--- src/rtl/assert_macros.svh ---
// Assertion macros shared by the allocator RTL.
`ifndef ASSERT_MACROS_SVH
`define ASSERT_MACROS_SVH

// Same-cycle implication, sampled on the rising clock edge, off during reset.
`define CFA_ASSERT_IMP(label, clk, rst_n, ante, cons) \
    label: assert property (@(posedge clk) disable iff (!rst_n) (ante) |-> (cons)) \
        else $error("allocator check failed: same-cycle implication");

// Next-cycle implication, sampled on the rising clock edge, off during reset.
`define CFA_ASSERT_NXT(label, clk, rst_n, ante, cons) \
    label: assert property (@(posedge clk) disable iff (!rst_n) (ante) |=> (cons)) \
        else $error("allocator check failed: next-cycle implication");

`endif

--- src/rtl/cfa_pkg.sv ---
// Shared types, codes and constants of the contiguous frame allocator.
`timescale 1ns / 1ps
`default_nettype none

package cfa_pkg;

    localparam int OP_W       = 2;
    localparam int FRAME_W    = 20;
    localparam int CNT_W      = 11;
    localparam int STAT_W     = 3;
    localparam int MAP_W      = 2;
    localparam int CFG_IDX_W  = 2;
    localparam int CFG_DATA_W = 20;

    // One info frame covers this many pool frames.
    localparam int FRAMES_PER_INFO_FRAME = 16384;

    localparam logic [CNT_W-1:0] RESET_FREE = 11'd1024;
    localparam logic [CNT_W-1:0] RESET_POOL = 11'd1024;

    // Operations
    localparam logic [OP_W-1:0] OP_INIT    = 2'd0;
    localparam logic [OP_W-1:0] OP_ALLOC   = 2'd1;
    localparam logic [OP_W-1:0] OP_RELEASE = 2'd2;
    localparam logic [OP_W-1:0] OP_MARK    = 2'd3;

    // Result status
    localparam logic [STAT_W-1:0] STAT_OK        = 3'd0;
    localparam logic [STAT_W-1:0] STAT_TOO_FEW   = 3'd1;
    localparam logic [STAT_W-1:0] STAT_NO_RUN    = 3'd2;
    localparam logic [STAT_W-1:0] STAT_NOT_HEAD  = 3'd3;
    localparam logic [STAT_W-1:0] STAT_OUT_RANGE = 3'd4;

    // Frame map entry states
    localparam logic [MAP_W-1:0] MAP_FREE = 2'd0;
    localparam logic [MAP_W-1:0] MAP_USED = 2'd1;
    localparam logic [MAP_W-1:0] MAP_HEAD = 2'd3;

    // Configuration register indexes
    localparam logic [CFG_IDX_W-1:0] CFG_BASE_FRAME   = 2'd0;
    localparam logic [CFG_IDX_W-1:0] CFG_POOL_FRAMES  = 2'd1;
    localparam logic [CFG_IDX_W-1:0] CFG_RESERVE_INFO = 2'd2;

    // Pointer source
    localparam logic [2:0] PTR_HOLD  = 3'd0;
    localparam logic [2:0] PTR_ZERO  = 3'd1;
    localparam logic [2:0] PTR_INC   = 3'd2;
    localparam logic [2:0] PTR_START = 3'd3;
    localparam logic [2:0] PTR_REL   = 3'd4;

    // Run start source (zero also clears the run length)
    localparam logic [1:0] START_HOLD = 2'd0;
    localparam logic [1:0] START_ZERO = 2'd1;
    localparam logic [1:0] START_REL  = 2'd2;

    // Map write value
    localparam logic [1:0] WR_FREE = 2'd0;
    localparam logic [1:0] WR_RUN  = 2'd1;
    localparam logic [1:0] WR_INIT = 2'd2;

    // Free count update
    localparam logic [2:0] FC_HOLD = 3'd0;
    localparam logic [2:0] FC_INIT = 3'd1;
    localparam logic [2:0] FC_INC  = 3'd2;
    localparam logic [2:0] FC_MARK = 3'd3;
    localparam logic [2:0] FC_SUB  = 3'd4;

    typedef struct packed {
        logic [OP_W-1:0]    operation;
        logic [FRAME_W-1:0] frame_num;
        logic [CNT_W-1:0]   count;
    } t_cmd_word;

    typedef struct packed {
        logic [STAT_W-1:0]  status;
        logic [FRAME_W-1:0] first_frame;
        logic [CNT_W-1:0]   free_frames;
    } t_result_word;

    // Controller to datapath
    typedef struct packed {
        logic              load;
        logic [2:0]        ptr_sel;
        logic [1:0]        start_sel;
        logic              scan_step;
        logic              wr_en;
        logic [1:0]        wr_sel;
        logic [2:0]        fc_sel;
        logic              left_load;
        logic              left_dec;
        logic              status_set;
        logic [STAT_W-1:0] status;
        logic              first_set;
    } t_dp_cmd;

    // Datapath to controller
    typedef struct packed {
        logic [OP_W-1:0] op;
        logic            cnt_gt_free;
        logic            cnt_zero;
        logic            pool_empty;
        logic            rel_bad;
        logic            mark_over;
        logic            rd_used;
        logic            rd_head;
        logic            run_hit;
        logic            ptr_last;
        logic            ptr_in_pool;
        logic            left_last;
        logic            sweep_last;
    } t_dp_sts;

endpackage

`default_nettype wire

--- src/rtl/cfa_ram.sv ---
// Generic simple dual-port RAM: one write port, one registered read port.
`timescale 1ns / 1ps
`default_nettype none

module cfa_ram #(
    parameter int WIDTH = 2,
    parameter int DEPTH = 1024
) (
    input  wire logic                     i_clk,
    input  wire logic                     i_we,
    input  wire logic [$clog2(DEPTH)-1:0] i_waddr,
    input  wire logic [WIDTH-1:0]         i_wdata,
    input  wire logic [$clog2(DEPTH)-1:0] i_raddr,
    output logic      [WIDTH-1:0]         o_rdata
);

    logic [WIDTH-1:0] r_mem [DEPTH];
    logic [WIDTH-1:0] r_rdata;

    always_ff @(posedge i_clk) begin
        if (i_we) begin
            r_mem[i_waddr] <= i_wdata;
        end
        r_rdata <= r_mem[i_raddr];
    end

    assign o_rdata = r_rdata;

endmodule

`default_nettype wire

--- src/rtl/cfa_ctrl.sv ---
// Allocator controller: operation sequencing state machine.
`timescale 1ns / 1ps
`default_nettype none

module cfa_ctrl import cfa_pkg::*; (
    input  wire logic    i_clk,
    input  wire logic    i_rst_n,
    input  wire logic    i_start,
    input  wire t_dp_sts i_sts,
    output t_dp_cmd      o_cmd,
    output logic         o_busy,
    output logic         o_done
);

    localparam logic [3:0] S_CLEAR  = 4'd0;
    localparam logic [3:0] S_IDLE   = 4'd1;
    localparam logic [3:0] S_DECODE = 4'd2;
    localparam logic [3:0] S_INIT   = 4'd3;
    localparam logic [3:0] S_SCAN   = 4'd4;
    localparam logic [3:0] S_AWR    = 4'd5;
    localparam logic [3:0] S_RHEAD  = 4'd6;
    localparam logic [3:0] S_RWALK  = 4'd7;
    localparam logic [3:0] S_MARK   = 4'd8;
    localparam logic [3:0] S_DONE   = 4'd9;

    logic [3:0] r_state;
    logic [3:0] n_state;

    always_ff @(posedge i_clk) begin
        if (!i_rst_n) begin
            r_state <= S_CLEAR;
        end else begin
            r_state <= n_state;
        end
    end

    always_comb begin
        n_state = r_state;
        o_cmd   = '0;
        case (r_state)
            S_CLEAR: begin
                o_cmd.wr_en   = 1'b1;
                o_cmd.wr_sel  = WR_FREE;
                o_cmd.ptr_sel = PTR_INC;
                if (i_sts.sweep_last) begin
                    n_state = S_IDLE;
                end
            end
            S_IDLE: begin
                if (i_start) begin
                    o_cmd.load = 1'b1;
                    n_state    = S_DECODE;
                end
            end
            S_DECODE: begin
                case (i_sts.op)
                    OP_INIT: begin
                        o_cmd.ptr_sel = PTR_ZERO;
                        o_cmd.fc_sel  = FC_INIT;
                        n_state       = S_INIT;
                    end
                    OP_ALLOC: begin
                        if (i_sts.cnt_gt_free) begin
                            o_cmd.status_set = 1'b1;
                            o_cmd.status     = STAT_TOO_FEW;
                            n_state          = S_DONE;
                        end else if (i_sts.cnt_zero || i_sts.pool_empty) begin
                            o_cmd.status_set = 1'b1;
                            o_cmd.status     = STAT_NO_RUN;
                            n_state          = S_DONE;
                        end else begin
                            o_cmd.ptr_sel   = PTR_ZERO;
                            o_cmd.start_sel = START_ZERO;
                            n_state         = S_SCAN;
                        end
                    end
                    OP_RELEASE: begin
                        if (i_sts.rel_bad) begin
                            o_cmd.status_set = 1'b1;
                            o_cmd.status     = STAT_OUT_RANGE;
                            n_state          = S_DONE;
                        end else begin
                            o_cmd.ptr_sel = PTR_REL;
                            n_state       = S_RHEAD;
                        end
                    end
                    OP_MARK: begin
                        if (i_sts.cnt_zero || i_sts.rel_bad || i_sts.mark_over) begin
                            o_cmd.status_set = 1'b1;
                            o_cmd.status     = STAT_OUT_RANGE;
                            n_state          = S_DONE;
                        end else begin
                            o_cmd.ptr_sel   = PTR_REL;
                            o_cmd.start_sel = START_REL;
                            o_cmd.left_load = 1'b1;
                            n_state         = S_MARK;
                        end
                    end
                    default: begin
                        n_state = S_DONE;
                    end
                endcase
            end
            S_INIT: begin
                o_cmd.wr_en   = 1'b1;
                o_cmd.wr_sel  = WR_INIT;
                o_cmd.ptr_sel = PTR_INC;
                if (i_sts.sweep_last) begin
                    n_state = S_DONE;
                end
            end
            S_SCAN: begin
                if (i_sts.run_hit) begin
                    o_cmd.ptr_sel   = PTR_START;
                    o_cmd.left_load = 1'b1;
                    n_state         = S_AWR;
                end else if (i_sts.ptr_last) begin
                    o_cmd.status_set = 1'b1;
                    o_cmd.status     = STAT_NO_RUN;
                    n_state          = S_DONE;
                end else begin
                    o_cmd.scan_step = 1'b1;
                    o_cmd.ptr_sel   = PTR_INC;
                end
            end
            S_AWR: begin
                o_cmd.wr_en    = 1'b1;
                o_cmd.wr_sel   = WR_RUN;
                o_cmd.ptr_sel  = PTR_INC;
                o_cmd.left_dec = 1'b1;
                if (i_sts.left_last) begin
                    o_cmd.fc_sel    = FC_SUB;
                    o_cmd.first_set = 1'b1;
                    n_state         = S_DONE;
                end
            end
            S_RHEAD: begin
                if (!i_sts.rd_head) begin
                    o_cmd.status_set = 1'b1;
                    o_cmd.status     = STAT_NOT_HEAD;
                    n_state          = S_DONE;
                end else begin
                    o_cmd.wr_en   = 1'b1;
                    o_cmd.wr_sel  = WR_FREE;
                    o_cmd.fc_sel  = FC_INC;
                    o_cmd.ptr_sel = PTR_INC;
                    n_state       = S_RWALK;
                end
            end
            S_RWALK: begin
                if (i_sts.ptr_in_pool && i_sts.rd_used) begin
                    o_cmd.wr_en   = 1'b1;
                    o_cmd.wr_sel  = WR_FREE;
                    o_cmd.fc_sel  = FC_INC;
                    o_cmd.ptr_sel = PTR_INC;
                end else begin
                    n_state = S_DONE;
                end
            end
            S_MARK: begin
                o_cmd.wr_en    = 1'b1;
                o_cmd.wr_sel   = WR_RUN;
                o_cmd.fc_sel   = FC_MARK;
                o_cmd.ptr_sel  = PTR_INC;
                o_cmd.left_dec = 1'b1;
                if (i_sts.left_last) begin
                    n_state = S_DONE;
                end
            end
            S_DONE: begin
                n_state = S_IDLE;
            end
            default: begin
                n_state = S_IDLE;
            end
        endcase
    end

    assign o_busy = (r_state != S_IDLE);
    assign o_done = (r_state == S_DONE);

endmodule

`default_nettype wire

--- src/rtl/cfa_dpath.sv ---
// Allocator datapath: config registers, pointers, free count, map access.
`timescale 1ns / 1ps
`default_nettype none

module cfa_dpath import cfa_pkg::*; #(
    parameter int MAX_FRAMES = 1024
) (
    input  wire logic                         i_clk,
    input  wire logic                         i_rst_n,
    input  wire logic                         i_cfg_valid,
    input  wire logic [CFG_IDX_W-1:0]         i_cfg_index,
    input  wire logic [CFG_DATA_W-1:0]        i_cfg_data,
    input  wire t_cmd_word                    i_word,
    input  wire t_dp_cmd                      i_cmd,
    output t_dp_sts                           o_sts,
    output t_result_word                      o_result,
    output logic                              o_map_we,
    output logic [$clog2(MAX_FRAMES)-1:0]     o_map_waddr,
    output logic [MAP_W-1:0]                  o_map_wdata,
    output logic [$clog2(MAX_FRAMES)-1:0]     o_map_raddr,
    input  wire logic [MAP_W-1:0]             i_map_rdata
);

    localparam int AW = $clog2(MAX_FRAMES);
    localparam int NW = $clog2(MAX_FRAMES + 1);

    // configuration
    logic [FRAME_W-1:0] r_base;
    logic [CNT_W-1:0]   r_pool;
    logic               r_resv;

    // operation
    logic [OP_W-1:0]    r_op;
    logic [CNT_W-1:0]   r_cnt;
    logic [FRAME_W-1:0] r_rel;
    logic               r_borrow;

    // walk state
    logic [NW-1:0]      r_ptr;
    logic [NW-1:0]      n_ptr;
    logic [NW-1:0]      r_start;
    logic [CNT_W-1:0]   r_run;
    logic [CNT_W-1:0]   r_left;
    logic [CNT_W-1:0]   r_fc;
    logic [CNT_W-1:0]   n_fc;
    logic [STAT_W-1:0]  r_status;
    logic [FRAME_W-1:0] r_first;

    logic [NW-1:0]      w_pool_n;
    logic [NW-1:0]      w_ptr_inc;
    logic [1:0]         w_info_k;
    logic               w_resv;
    logic               w_rd_free;
    logic [CNT_W-1:0]   w_fc_init;

    // effective pool size, clamped to the map depth
    assign w_pool_n  = (32'(r_pool) > 32'(MAX_FRAMES)) ? NW'(MAX_FRAMES) : NW'(r_pool);
    assign w_ptr_inc = r_ptr + NW'(1);
    assign w_resv    = r_resv && (w_pool_n != '0);
    // pool size fits 11 bits, below one info frame: always one info frame
    assign w_info_k  = (32'(w_pool_n) > FRAMES_PER_INFO_FRAME) ? 2'd2 : 2'd1;
    assign w_fc_init = CNT_W'(w_pool_n) - (w_resv ? CNT_W'(w_info_k) : '0);
    assign w_rd_free = (i_map_rdata == MAP_FREE);

    always_ff @(posedge i_clk) begin
        if (!i_rst_n) begin
            r_base <= '0;
            r_pool <= RESET_POOL;
            r_resv <= 1'b0;
        end else if (i_cfg_valid) begin
            case (i_cfg_index)
                CFG_BASE_FRAME:   r_base <= i_cfg_data;
                CFG_POOL_FRAMES:  r_pool <= i_cfg_data[CNT_W-1:0];
                CFG_RESERVE_INFO: r_resv <= i_cfg_data[0];
                default: begin
                end
            endcase
        end
    end

    always_comb begin
        case (i_cmd.ptr_sel)
            PTR_ZERO:  n_ptr = '0;
            PTR_INC:   n_ptr = w_ptr_inc;
            PTR_START: n_ptr = r_start;
            PTR_REL:   n_ptr = NW'(r_rel);
            default:   n_ptr = r_ptr;
        endcase
    end

    always_comb begin
        case (i_cmd.fc_sel)
            FC_INIT: n_fc = w_fc_init;
            FC_INC:  n_fc = r_fc + CNT_W'(1);
            FC_MARK: n_fc = (w_rd_free && (r_fc != '0)) ? r_fc - CNT_W'(1) : r_fc;
            FC_SUB:  n_fc = r_fc - r_cnt;
            default: n_fc = r_fc;
        endcase
    end

    always_ff @(posedge i_clk) begin
        if (!i_rst_n) begin
            r_ptr <= '0;
            r_fc  <= RESET_FREE;
        end else begin
            r_ptr <= n_ptr;
            r_fc  <= n_fc;
        end
    end

    always_ff @(posedge i_clk) begin
        if (i_cmd.load) begin
            r_op                <= i_word.operation;
            r_cnt               <= i_word.count;
            {r_borrow, r_rel}   <= {1'b0, i_word.frame_num} - {1'b0, r_base};
            r_status            <= STAT_OK;
            r_first             <= '0;
        end else begin
            if (i_cmd.status_set) begin
                r_status <= i_cmd.status;
            end
            if (i_cmd.first_set) begin
                r_first <= r_base + FRAME_W'(r_start);
            end
        end

        case (i_cmd.start_sel)
            START_ZERO: begin
                r_start <= '0;
                r_run   <= '0;
            end
            START_REL: begin
                r_start <= NW'(r_rel);
            end
            default: begin
                if (i_cmd.scan_step) begin
                    if (w_rd_free) begin
                        r_run <= r_run + CNT_W'(1);
                    end else begin
                        r_run   <= '0;
                        r_start <= w_ptr_inc;
                    end
                end
            end
        endcase

        if (i_cmd.left_load) begin
            r_left <= r_cnt;
        end else if (i_cmd.left_dec) begin
            r_left <= r_left - CNT_W'(1);
        end
    end

    // map write value
    always_comb begin
        case (i_cmd.wr_sel)
            WR_RUN:  o_map_wdata = (r_ptr == r_start) ? MAP_HEAD : MAP_USED;
            WR_INIT: begin
                if (w_resv && (r_ptr == '0)) begin
                    o_map_wdata = MAP_HEAD;
                end else if (w_resv && (r_ptr < NW'(w_info_k))) begin
                    o_map_wdata = MAP_USED;
                end else begin
                    o_map_wdata = MAP_FREE;
                end
            end
            default: o_map_wdata = MAP_FREE;
        endcase
    end

    assign o_map_we    = i_cmd.wr_en;
    assign o_map_waddr = r_ptr[AW-1:0];
    // the registered read data thus belongs to the pointer then in r_ptr
    assign o_map_raddr = n_ptr[AW-1:0];

    assign o_sts.op          = r_op;
    assign o_sts.cnt_gt_free = (r_cnt > r_fc);
    assign o_sts.cnt_zero    = (r_cnt == '0);
    assign o_sts.pool_empty  = (w_pool_n == '0);
    assign o_sts.rel_bad     = r_borrow || (r_rel >= FRAME_W'(w_pool_n));
    assign o_sts.mark_over   = ((FRAME_W+1)'(r_cnt) + (FRAME_W+1)'(r_rel))
                               > (FRAME_W+1)'(w_pool_n);
    assign o_sts.rd_used     = (i_map_rdata == MAP_USED);
    assign o_sts.rd_head     = (i_map_rdata == MAP_HEAD);
    assign o_sts.run_hit     = w_rd_free && ((r_run + CNT_W'(1)) == r_cnt);
    assign o_sts.ptr_last    = (w_ptr_inc == w_pool_n);
    assign o_sts.ptr_in_pool = (r_ptr < w_pool_n);
    assign o_sts.left_last   = (r_left == CNT_W'(1));
    assign o_sts.sweep_last  = (r_ptr == NW'(MAX_FRAMES - 1));

    assign o_result.status      = r_status;
    assign o_result.first_frame = r_first;
    assign o_result.free_frames = r_fc;

endmodule

`default_nettype wire

--- src/rtl/contiguous_frame_allocator.sv ---
// Top level of the contiguous frame allocator: controller, datapath, frame map.
`timescale 1ns / 1ps
`default_nettype none
`include "assert_macros.svh"

// Channel   | Direction | Handshake                        | Word
// ----------+-----------+----------------------------------+----------------------------------
// command   | in        | start high, busy low             | i_cmd (operation/frame_num/count)
// result    | out       | o_result_valid, one cycle        | o_result (status/first/free)
// config    | in        | i_cfg_valid and o_cfg_ready      | i_cfg_index, i_cfg_data
//
// After reset the map is swept to free with busy high; config writes are taken during
// the sweep. Per word: decode state, map walk, result state; the walk moves one frame
// per cycle (one read and one write port): init MAX_FRAMES, allocate up to pool size
// (scan) plus count (write), release up to pool size + 1, mark count. The next word is
// taken in the idle state after the result. The result shows one cycle; no receiver stall.

module contiguous_frame_allocator import cfa_pkg::*; #(
    parameter int MAX_FRAMES = 1024
) (
    input  wire logic                  i_clk,
    input  wire logic                  i_rst_n,
    input  wire logic                  start,
    output logic                       busy,
    input  wire t_cmd_word             i_cmd,
    output logic                       o_result_valid,
    output t_result_word               o_result,
    input  wire logic                  i_cfg_valid,
    output logic                       o_cfg_ready,
    input  wire logic [CFG_IDX_W-1:0]  i_cfg_index,
    input  wire logic [CFG_DATA_W-1:0] i_cfg_data
);

    localparam int AW = $clog2(MAX_FRAMES);

    t_dp_cmd          w_cmd;
    t_dp_sts          w_sts;
    logic             w_map_we;
    logic [AW-1:0]    w_map_waddr;
    logic [MAP_W-1:0] w_map_wdata;
    logic [AW-1:0]    w_map_raddr;
    logic [MAP_W-1:0] w_map_rdata;

    // Config registers are plain flops: a write always lands at once.
    assign o_cfg_ready = 1'b1;

    // Sequencing: one state per walk kind, the datapath does the counting.
    cfa_ctrl u_ctrl (
        .i_clk   (i_clk),
        .i_rst_n (i_rst_n),
        .i_start (start),
        .i_sts   (w_sts),
        .o_cmd   (w_cmd),
        .o_busy  (busy),
        .o_done  (o_result_valid)
    );

    // Pointers, run tracking, free count and result registers.
    cfa_dpath #(
        .MAX_FRAMES (MAX_FRAMES)
    ) u_dpath (
        .i_clk       (i_clk),
        .i_rst_n     (i_rst_n),
        .i_cfg_valid (i_cfg_valid),
        .i_cfg_index (i_cfg_index),
        .i_cfg_data  (i_cfg_data),
        .i_word      (i_cmd),
        .i_cmd       (w_cmd),
        .o_sts       (w_sts),
        .o_result    (o_result),
        .o_map_we    (w_map_we),
        .o_map_waddr (w_map_waddr),
        .o_map_wdata (w_map_wdata),
        .o_map_raddr (w_map_raddr),
        .i_map_rdata (w_map_rdata)
    );

    // Frame map: 2-bit state per frame (free, used, head).
    cfa_ram #(
        .WIDTH (MAP_W),
        .DEPTH (MAX_FRAMES)
    ) u_map (
        .i_clk   (i_clk),
        .i_we    (w_map_we),
        .i_waddr (w_map_waddr),
        .i_wdata (w_map_wdata),
        .i_raddr (w_map_raddr),
        .o_rdata (w_map_rdata)
    );

    // A result strobe lasts one cycle, since done always returns to idle.
    `CFA_ASSERT_NXT(a_done_single, i_clk, i_rst_n, o_result_valid, !o_result_valid)
    // An accepted word keeps the block busy on the next cycle.
    `CFA_ASSERT_NXT(a_accept_busy, i_clk, i_rst_n, start && !busy, busy)
    // The map is only written while an operation or the reset sweep runs.
    `CFA_ASSERT_IMP(a_write_busy, i_clk, i_rst_n, w_cmd.wr_en, busy)
    // Only a successful allocate reports a first frame.
    `CFA_ASSERT_IMP(a_first_ok, i_clk, i_rst_n, o_result_valid && (o_result.status != STAT_OK),
                    o_result.first_frame == '0)

endmodule

`default_nettype wire
--- config.mk ---
export PLATFORM = sky130hd
export DESIGN_NAME = contiguous_frame_allocator
export DESIGN_NICKNAME = d
export VERILOG_FILES = /design/src/rtl/cfa_pkg.sv /design/src/rtl/cfa_ram.sv /design/src/rtl/cfa_ctrl.sv /design/src/rtl/cfa_dpath.sv /design/src/rtl/contiguous_frame_allocator.sv
export VERILOG_INCLUDE_DIRS = /design/src /design/src/rtl
export SDC_FILE = /design/constraint.sdc
export NUM_CORES = 2
export LEC_CHECK = 0
export BUFFER_PORTS_ARGS = -buffer_cell sky130_fd_sc_hd__buf_2
export CAP_MARGIN = 10
export CORE_MARGIN = 1
export CORE_UTILIZATION = 55
export CTS_CLUSTER_DIAMETER = 50
export DETAILED_ROUTE_END_ITERATION = 12
export PLACE_DENSITY_LB_ADDON = 0.15
export RECOVER_POWER = 25
export REMOVE_ABC_BUFFERS = 1
export SLEW_MARGIN = 10
export SYNTH_ARGS = -nofsm -noshare
export SYNTH_HDL_FRONTEND = slang
export SYNTH_SLANG_ARGS = --single-unit
export TNS_END_PERCENT = 100
--- constraint.sdc ---
create_clock -name i_clk -period 36.2 [get_ports i_clk]
set_clock_uncertainty 0.2 [all_clocks]
set_input_delay 0 -clock i_clk [delete_from_list [all_inputs] [get_ports i_clk]]
set_output_delay 0 -clock i_clk [all_outputs]
set_load 0.01 [all_outputs]
; ---- After elaboration in Yosys (flattened, before gate mapping)
; Memory sizes are Yosys's and may differ from the RTL's. A register that Yosys moved wholly into a read port is not among the register bits.
; Cells that the tools add are included.
[classes]
n_addsub = 10
magnitude_cmp = 6
n_eq_ne = 42
n_mux = 72
bitwise_logic = 1
reduce_logical = 33
[ops]
columns = cell, n
row1 = 11-bit two-way mux, 8
row2 = 11-bit one-hot mux with 4 select lines, 2
row3 = 4-bit two-way mux, 18
row4 = 3-bit one-hot mux with 5 select lines, 3
row5 = 11-bit one-hot mux with 2 select lines, 2
row6 = 11-bit by 1-bit adder with 11-bit output (second input constant), 3
row7 = 11-bit equality test, 3
row8 = 11-bit zero test, 3
row9 = 4-bit one-hot mux with 8 select lines, 1
row10 = 4-bit one-hot mux with 3 select lines, 2
row11 = 11-bit nonzero test, 2
row12 = 11-bit by 1-bit subtractor with 11-bit output (second input constant), 2
row13 = 11-bit subtractor, 2
row14 = 11-bit by 20-bit adder with 21-bit output, 1
row15 = 21-bit by 11-bit greater-than comparator with 1-bit output, 1
row16 = 20-bit by 20-bit subtractor with 21-bit output, 1
row17 = 20-bit by 11-bit adder with 20-bit output, 1
row18 = 20-bit by 11-bit greater-or-equal comparator with 1-bit output, 1
row19 = 1-bit two-way mux, 17
row20 = 4-bit by 3-bit equality test with 1-bit output (second input constant), 4
row21 = 4-bit one-hot mux with 4 select lines, 1
row22 = 2-bit equality test (second input constant), 6
row23 = 3-bit by 2-bit equality test with 1-bit output (second input constant), 4
row24 = 2-bit two-way mux, 6
row25 = 35 further kinds, 70
[totals]
register_bits = 148
ram_bits = 2048
in_bits = 59
memories = 1
[mem_list]
columns = memory, depth, word_bits, rd, rd_ports_with_merged_regs, write_ports, line
row1 = u_map.r_mem, 1024, 2, 1, 1, 1, cfa_ram.sv:17  ; logic [WIDTH-1:0] r_mem [DEPTH];

; ---- Longest topological paths before layout
[depth]
word_depth = 12
ltp_mapped = 36
depth_no_buf = 31

; ---- By module
; Synthesis repeated with hierarchy kept, for this count alone.
[hier_totals]
hier_cells = 6166
area_unflattened_um2 = 95416.5
[by_module_without_submodules]
columns = module, instances, cells_each, area_per_inst_um2, seq_area_each_um2
row1 = cfa_ram, 1, 4793, 83757.8, 61539.0
row2 = cfa_dpath, 1, 1260, 10875.4, 3553.4
row3 = cfa_ctrl, 1, 111, 772.0, 80.1
row4 = contiguous_frame_allocator, 1, 2, 11.3, 0.0

; ---- Worst setup path before layout
; Ideal clock, no wire load.
[synth_path]
path_kind = register to register
from = reg u_ctrl.r_state[0]
to = mem u_map.r_mem[0][1], data pin
setup_ns = 4.947
t_arrival_ns = 25.127
required_time_ns = 31.053
slack_ns = 5.927
stages_incl_launch_ff = 10
n_path_buf = 1
synth_period_minus_slack_ns = 30.273
path_cell_list = dfxtp_1 -> buf_1 -> nor2b_1 -> a22oi_1 -> nor2_1 -> ha_1 -> nand4_1 -> nor3_1 -> a21oi_1 -> nor2_1
[synth_between]
elab_chain_cells = 5
elab_cells_between_ends = 11
classes_between = eq/ne (7) / mux (2) / reduce/logical (2)
[synth_lines]
columns = item, line
row1 = from (decl), cfa_ctrl.sv:26  ; logic [3:0] r_state;
row2 = from (signal assigned), cfa_ctrl.sv:33  ; r_state <= n_state;
row3 = 4-bit by 3-bit equality test with 1-bit output / 4-bit equality test (equally long branches), cfa_ctrl.sv:40  ; case (r_state)
row4 = 2-bit OR reduction (no source line), --
row5 = 3-bit one-hot mux with 5 select lines *, cfa_ctrl.sv:40
row6 = 2-bit equality test / 2-bit by 1-bit equality test with 1-bit output (equally long branches), cfa_dpath.sv:156  ; case (i_cmd.wr_sel)
row7 = 2-bit one-hot mux with 2 select lines *, cfa_dpath.sv:156
row8 = via u_dpath.o_map_wdata[1], cfa_dpath.sv:19  ; output logic [MAP_W-1:0] o_map_wdata,
row9 = to (decl), cfa_ram.sv:17
; The timed path passes the listed nets; every way through them passes the cells marked *.

; ---- Final worst setup path
[layout_path]
from = reg u_dpath.r_ptr[4]
to = mem u_map.r_mem[884][0], data pin
[layout_between]
elab_chain_cells = 5
elab_cells_between_ends = 7
classes_between = order compare (1) / mux (3) / reduce/logical (3)
[layout_lines]
columns = item, line
row1 = from (decl), cfa_dpath.sv:39  ; logic [NW-1:0] r_ptr;
row2 = from (signal assigned), cfa_dpath.sv:106  ; r_ptr <= n_ptr;
row3 = 11-bit by 1-bit less-than comparator with 1-bit output, cfa_dpath.sv:161  ; end else if (w_resv && (r_ptr < NW'(w_info_k))) begin
row4 = 1-bit logical AND, cfa_dpath.sv:161
row5 = 1-bit two-way mux, cfa_dpath.sv:161
row6 = 2-bit two-way mux *, cfa_dpath.sv:159  ; if (w_resv && (r_ptr == '0)) begin
row7 = 2-bit one-hot mux with 2 select lines *, cfa_dpath.sv:156
row8 = via u_dpath.o_map_wdata[0], cfa_dpath.sv:19
; Marked as above.

==> flow_summary.rst <==
.. list-table::
   :header-rows: 1

   * - Metric
     - Value
   * - Total wirelength of the detailed-routed design
     - 324000 um
   * - Startpoint types
     - register
   * - HPWL reported at the end of detailed placement
     - 187000 um
   * - Dominant synthesized flop cell
     - sky130_fd_sc_hd__edfxtp_1
   * - Clk Latency, worst-skew pair
     - 0.89 ns
   * - Worst-case clock buffer depth
     - 3
   * - Floorplan die width
     - 422 um
   * - Fmax
     - 0.0691 GHz
   * - Via count
     - 70100
   * - Post-synthesis instance area
     - 97000 um^2
   * - Weighted congestion reported at the end of routability-driven placement
     - 0.928
   * - Final total negative setup slack
     - 0 ns
   * - CTS tree
     - done
   * - DR pass1 iterations
     - 8
   * - Area of the die
     - 178000 um^2
   * - Sequential fraction of the synthesis area
     - 67.2%
   * - Number of antenna violations at the first check in global routing
     - 19
   * - Fraction of layout cells with a size suffix above 1
     - 8.43%
   * - Class of the worst hold path
     - input port to register
   * - Critical path fanouts, max
     - 228
   * - Number of synthesized register bits
     - 2198
   * - Required time of the critical path
     - 36.52 ns
   * - Pin count of the biggest net entering global routing
     - 245
   * - Number of nets at the end of the flow
     - 8366
   * - Synth warnings
     - 0
   * - Number of DRC markers after the initial detailed-route iteration
     - 11500
   * - Master cell of the clock root buffer
     - sky130_fd_sc_hd__clkbuf_16
   * - Portion of total power attributed to the clock network
     - 27.0%
   * - Effective utilization at floorplan
     - 55.6%
   * - Most frequent standard cell in the layout excluding fill and tap cells
     - sky130_fd_sc_hd__edfxtp_1
   * - Leak
     - 34.8 nW
   * - Switching share of power
     - 39.8%
   * - Switching power
     - 3.33 mW
   * - Sequential share of power
     - 34.1%
   * - Growth of design area from synthesis to finish
     - 11.1%
   * - Utilization after layout
     - 61.8%
   * - Number of sinks on the clock net
     - 2198
   * - Power, Total
     - 8.37 mW
   * - Wire length of the first global-routing pass
     - 464000 um
   * - Failing checks
     - max-capacitance violations, max-slew violations
   * - Remaining Overflow, GRT
     - 0
   * - FILL cells
     - 13700
   * - Tot GR Track Use
     - 35.9%
   * - Average vias per placed instance
     - 6.55
   * - Boundary Pins
     - 96
   * - Quantity of I/O buffers inserted on ports
     - 94
   * - Total area of multi-input combinational cells
     - 28900 um^2
   * - Setup repair after global routing missed its margin
     - false
   * - Total number of placement rows
     - 153
   * - Endpoint type of the worst setup path
     - register
   * - Number of buffers created by CTS
     - 222
   * - Seq. cell area
     - 65200 um^2
   * - Area share of the largest cell type after synthesis
     - 65.4%
   * - Number of global-route vias before repair
     - 67300
   * - Post-DR wirelength/cell
     - 30.3 um
   * - Reported max-cap violation count
     - 19
   * - Die Height
     - 422 um
   * - Hold Violations, Final
     - 0
   * - Number of enable flip-flop cells after synthesis
     - 2115
   * - Headroom to the max-slew limit
     - -566%
   * - Worst Setup Path Type
     - register to register
   * - Number of gates given a new drive strength after cts
     - 0
   * - Transition at the pin with the smallest max-transition slack
     - 9.99 ns
   * - Share of the clock period used by the worst path after layout
     - 40.0%
   * - Clock transition at the registers of the reported paths
     - 0.06 ns
   * - Cells taking the most area after synthesis
     - sky130_fd_sc_hd__edfxtp_1 65%, sky130_fd_sc_hd__nand2_1 6.5%, sky130_fd_sc_hd__nor2_1 4.6%
   * - Final critical delay including setup and external delays
     - 14.46 ns
   * - Commonest cells after routing, fill and taps aside
     - 2115 x sky130_fd_sc_hd__edfxtp_1, 1672 x sky130_fd_sc_hd__nand2_1, 1185 x sky130_fd_sc_hd__nor2_1
   * - Largest area contributor in the synthesized netlist
     - sky130_fd_sc_hd__edfxtp_1
   * - Worst slack, placed
     - 25.03 ns
   * - Outcome
     - finished with violations
   * - Maximum vdd drop
     - 0.000141 V
   * - Worst hold slack
     - 0.101 ns
   * - Logic gate share of total power
     - 38.9%
   * - H-Tree Level Count
     - 4
   * - DRC violation count after routing
     - 0
   * - Syn Inst Count
     - 8130
   * - Number of nets with antenna violations after detailed routing
     - 0
   * - Unique cell type count in the Yosys netlist
     - 106
   * - Pins Over Slew Limit
     - 1068
   * - Async set-reset flop share out of synthesis
     - 0%
   * - Average size of a mapped cell
     - 11.9 um^2
   * - Internal power of the cells
     - 5.04 mW
   * - Power Dens Cells
     - 77.6 nW/um^2
   * - Area of the placeable core
     - 175000 um^2
   * - Post-route setup slack
     - 21.74 ns
   * - Final setup fails
     - 0
   * - Arrival time reported for the critical path endpoint
     - 14.78 ns
critical path, cell delays in order, from the launching register on:
cell and delay [ns]:
sky130_fd_sc_hd__dfxtp_1 0.95, sky130_fd_sc_hd__nor3_1 0.88, sky130_fd_sc_hd__and3_1 0.28, sky130_fd_sc_hd__and4_1 0.22
sky130_fd_sc_hd__a21oi_1 0.10, sky130_fd_sc_hd__nor2_4 0.08, sky130_fd_sc_hd__clkbuf_1 2.30, sky130_fd_sc_hd__clkbuf_1 7.08
sky130_fd_sc_hd__buf_4 1.60
synth_stat cells (23+ instances only):
cell and number:
sky130_fd_sc_hd__and3_1 155, sky130_fd_sc_hd__a21oi_1 312, sky130_fd_sc_hd__a31oi_1 132, sky130_fd_sc_hd__nor2_1 1191
sky130_fd_sc_hd__nor2b_1 23, sky130_fd_sc_hd__clkbuf_1 275, sky130_fd_sc_hd__edfxtp_1 2115, sky130_fd_sc_hd__o22ai_1 33
sky130_fd_sc_hd__nor3_1 41, sky130_fd_sc_hd__mux2i_1 125, sky130_fd_sc_hd__xor2_1 30, sky130_fd_sc_hd__o21ai_0 107
sky130_fd_sc_hd__nand3_1 460, sky130_fd_sc_hd__a311oi_1 70, sky130_fd_sc_hd__a32oi_1 47, sky130_fd_sc_hd__a22oi_1 52
sky130_fd_sc_hd__a21o_1 30, sky130_fd_sc_hd__ha_1 108, sky130_fd_sc_hd__buf_2 202, sky130_fd_sc_hd__dfxtp_1 83
sky130_fd_sc_hd__nand4_1 55, sky130_fd_sc_hd__buf_4 77, sky130_fd_sc_hd__xnor2_1 75, sky130_fd_sc_hd__nor4_1 38
sky130_fd_sc_hd__mux4_2 76, sky130_fd_sc_hd__inv_1 86, sky130_fd_sc_hd__nand2_1 1690, sky130_fd_sc_hd__a211oi_1 60
sky130_fd_sc_hd__buf_6 29
cells by family (layout without fill, tap and decap cells):
| kind of cell | Yosys count | count (layout) | share of synthesized area, % |
|---|---|---|---|
| other cells | 1 | 4 | 0.00386 |
| xor+xnor | 113 | 113 | 1.13 |
| flops | 2198 | 2198 | 67.2 |
| fa+ha+maj | 113 | 113 | 1.50 |
| buf+inv | 682 | 928 | 3.48 |
| mux | 202 | 202 | 3.06 |
| simple gates | 3773 | 3773 | 16.4 |
| compound gates | 1048 | 1048 | 7.24 |
layout make-up:
cell class	instances	area share, %
clock inverters	122	1.13
diodes	3	0.00696
multi-input cells	5250	26.8
repair buffers	434	3.22
flip-flops and latches	2198	60.4
clock buffers	284	5.44
well taps	2325	2.70
inverters	88	0.306
layer usage:
| layer | vias up | global-route usage, % | wire (um) |
|---|---|---|---|
| li1 | 29700 | - | - |
| met1 | 34700 | 48.1 | 118000 |
| met2 | 4761 | 55.2 | 146000 |
| met3 | 903 | 7.77 | 39900 |
| met4 | 12 | 18.6 | 19700 |
| met5 | - | 0 | 81 |
power by group through the flow:
| stage | registers (mW) | logic, mW | clock network, mW |
|---|---|---|---|
| floorplan | 2.92 | 3.07 | 0 |
| global placement | 2.90 | 3.13 | 0 |
| detailed placement | 2.90 | 3.16 | 0 |
| CTS | 2.85 | 3.19 | 2.26 |
| global route | 2.85 | 3.46 | 2.36 |
| finish | 2.85 | 3.26 | 2.26 |
metrics by stage:
step | area, um^2 | instances
5_1_grt | 108000 | 10700
3_3_place_gp | 99200 | 10100
4_1_cts | 108000 | 10700
3_5_place_dp | 99200 | 10100
2_1_floorplan | 94000 | 7536
6_report | 108000 | 10700
repair_timing:
action,CTS,global route
hold endpoints to repair,148,0
hold buffers,160,0
buffers inserted,0,0
registers in the layout, summed over array words and instances, names as in the netlist:
register	cells
u_dpath.r_first	20
u_dpath.r_status	3
u_dpath.r_left	11
u_dpath.r_rel	20
u_dpath.r_pool	11
u_dpath.r_op	2
u_dpath.r_cnt	11
u_dpath.r_ptr	11
u_dpath.r_start	11
u_ctrl.r_state	4
u_dpath.r_run	11
u_map.r_mem	2048
u_map.o_rdata	2
u_dpath.r_base	20
u_dpath.r_resv	1
u_dpath.r_fc	11
u_dpath.r_borrow	1
worst paths after layout:
path	startpoint	end	slack, ns	depth (start not counted)
worst max-delay path	u_dpath.r_ptr[4]	u_map.r_mem[884][0]	21.74	8
worst min-delay path	i_cmd[12]	u_dpath.r_rel[1]	0.10	5
worst max register to register	u_dpath.r_ptr[4]	u_map.r_mem[884][0]	21.74	8
worst min register to register	u_dpath.r_first[6]	u_dpath.r_first[6]	0.27	2
Power figures use the tool's default switching activity.
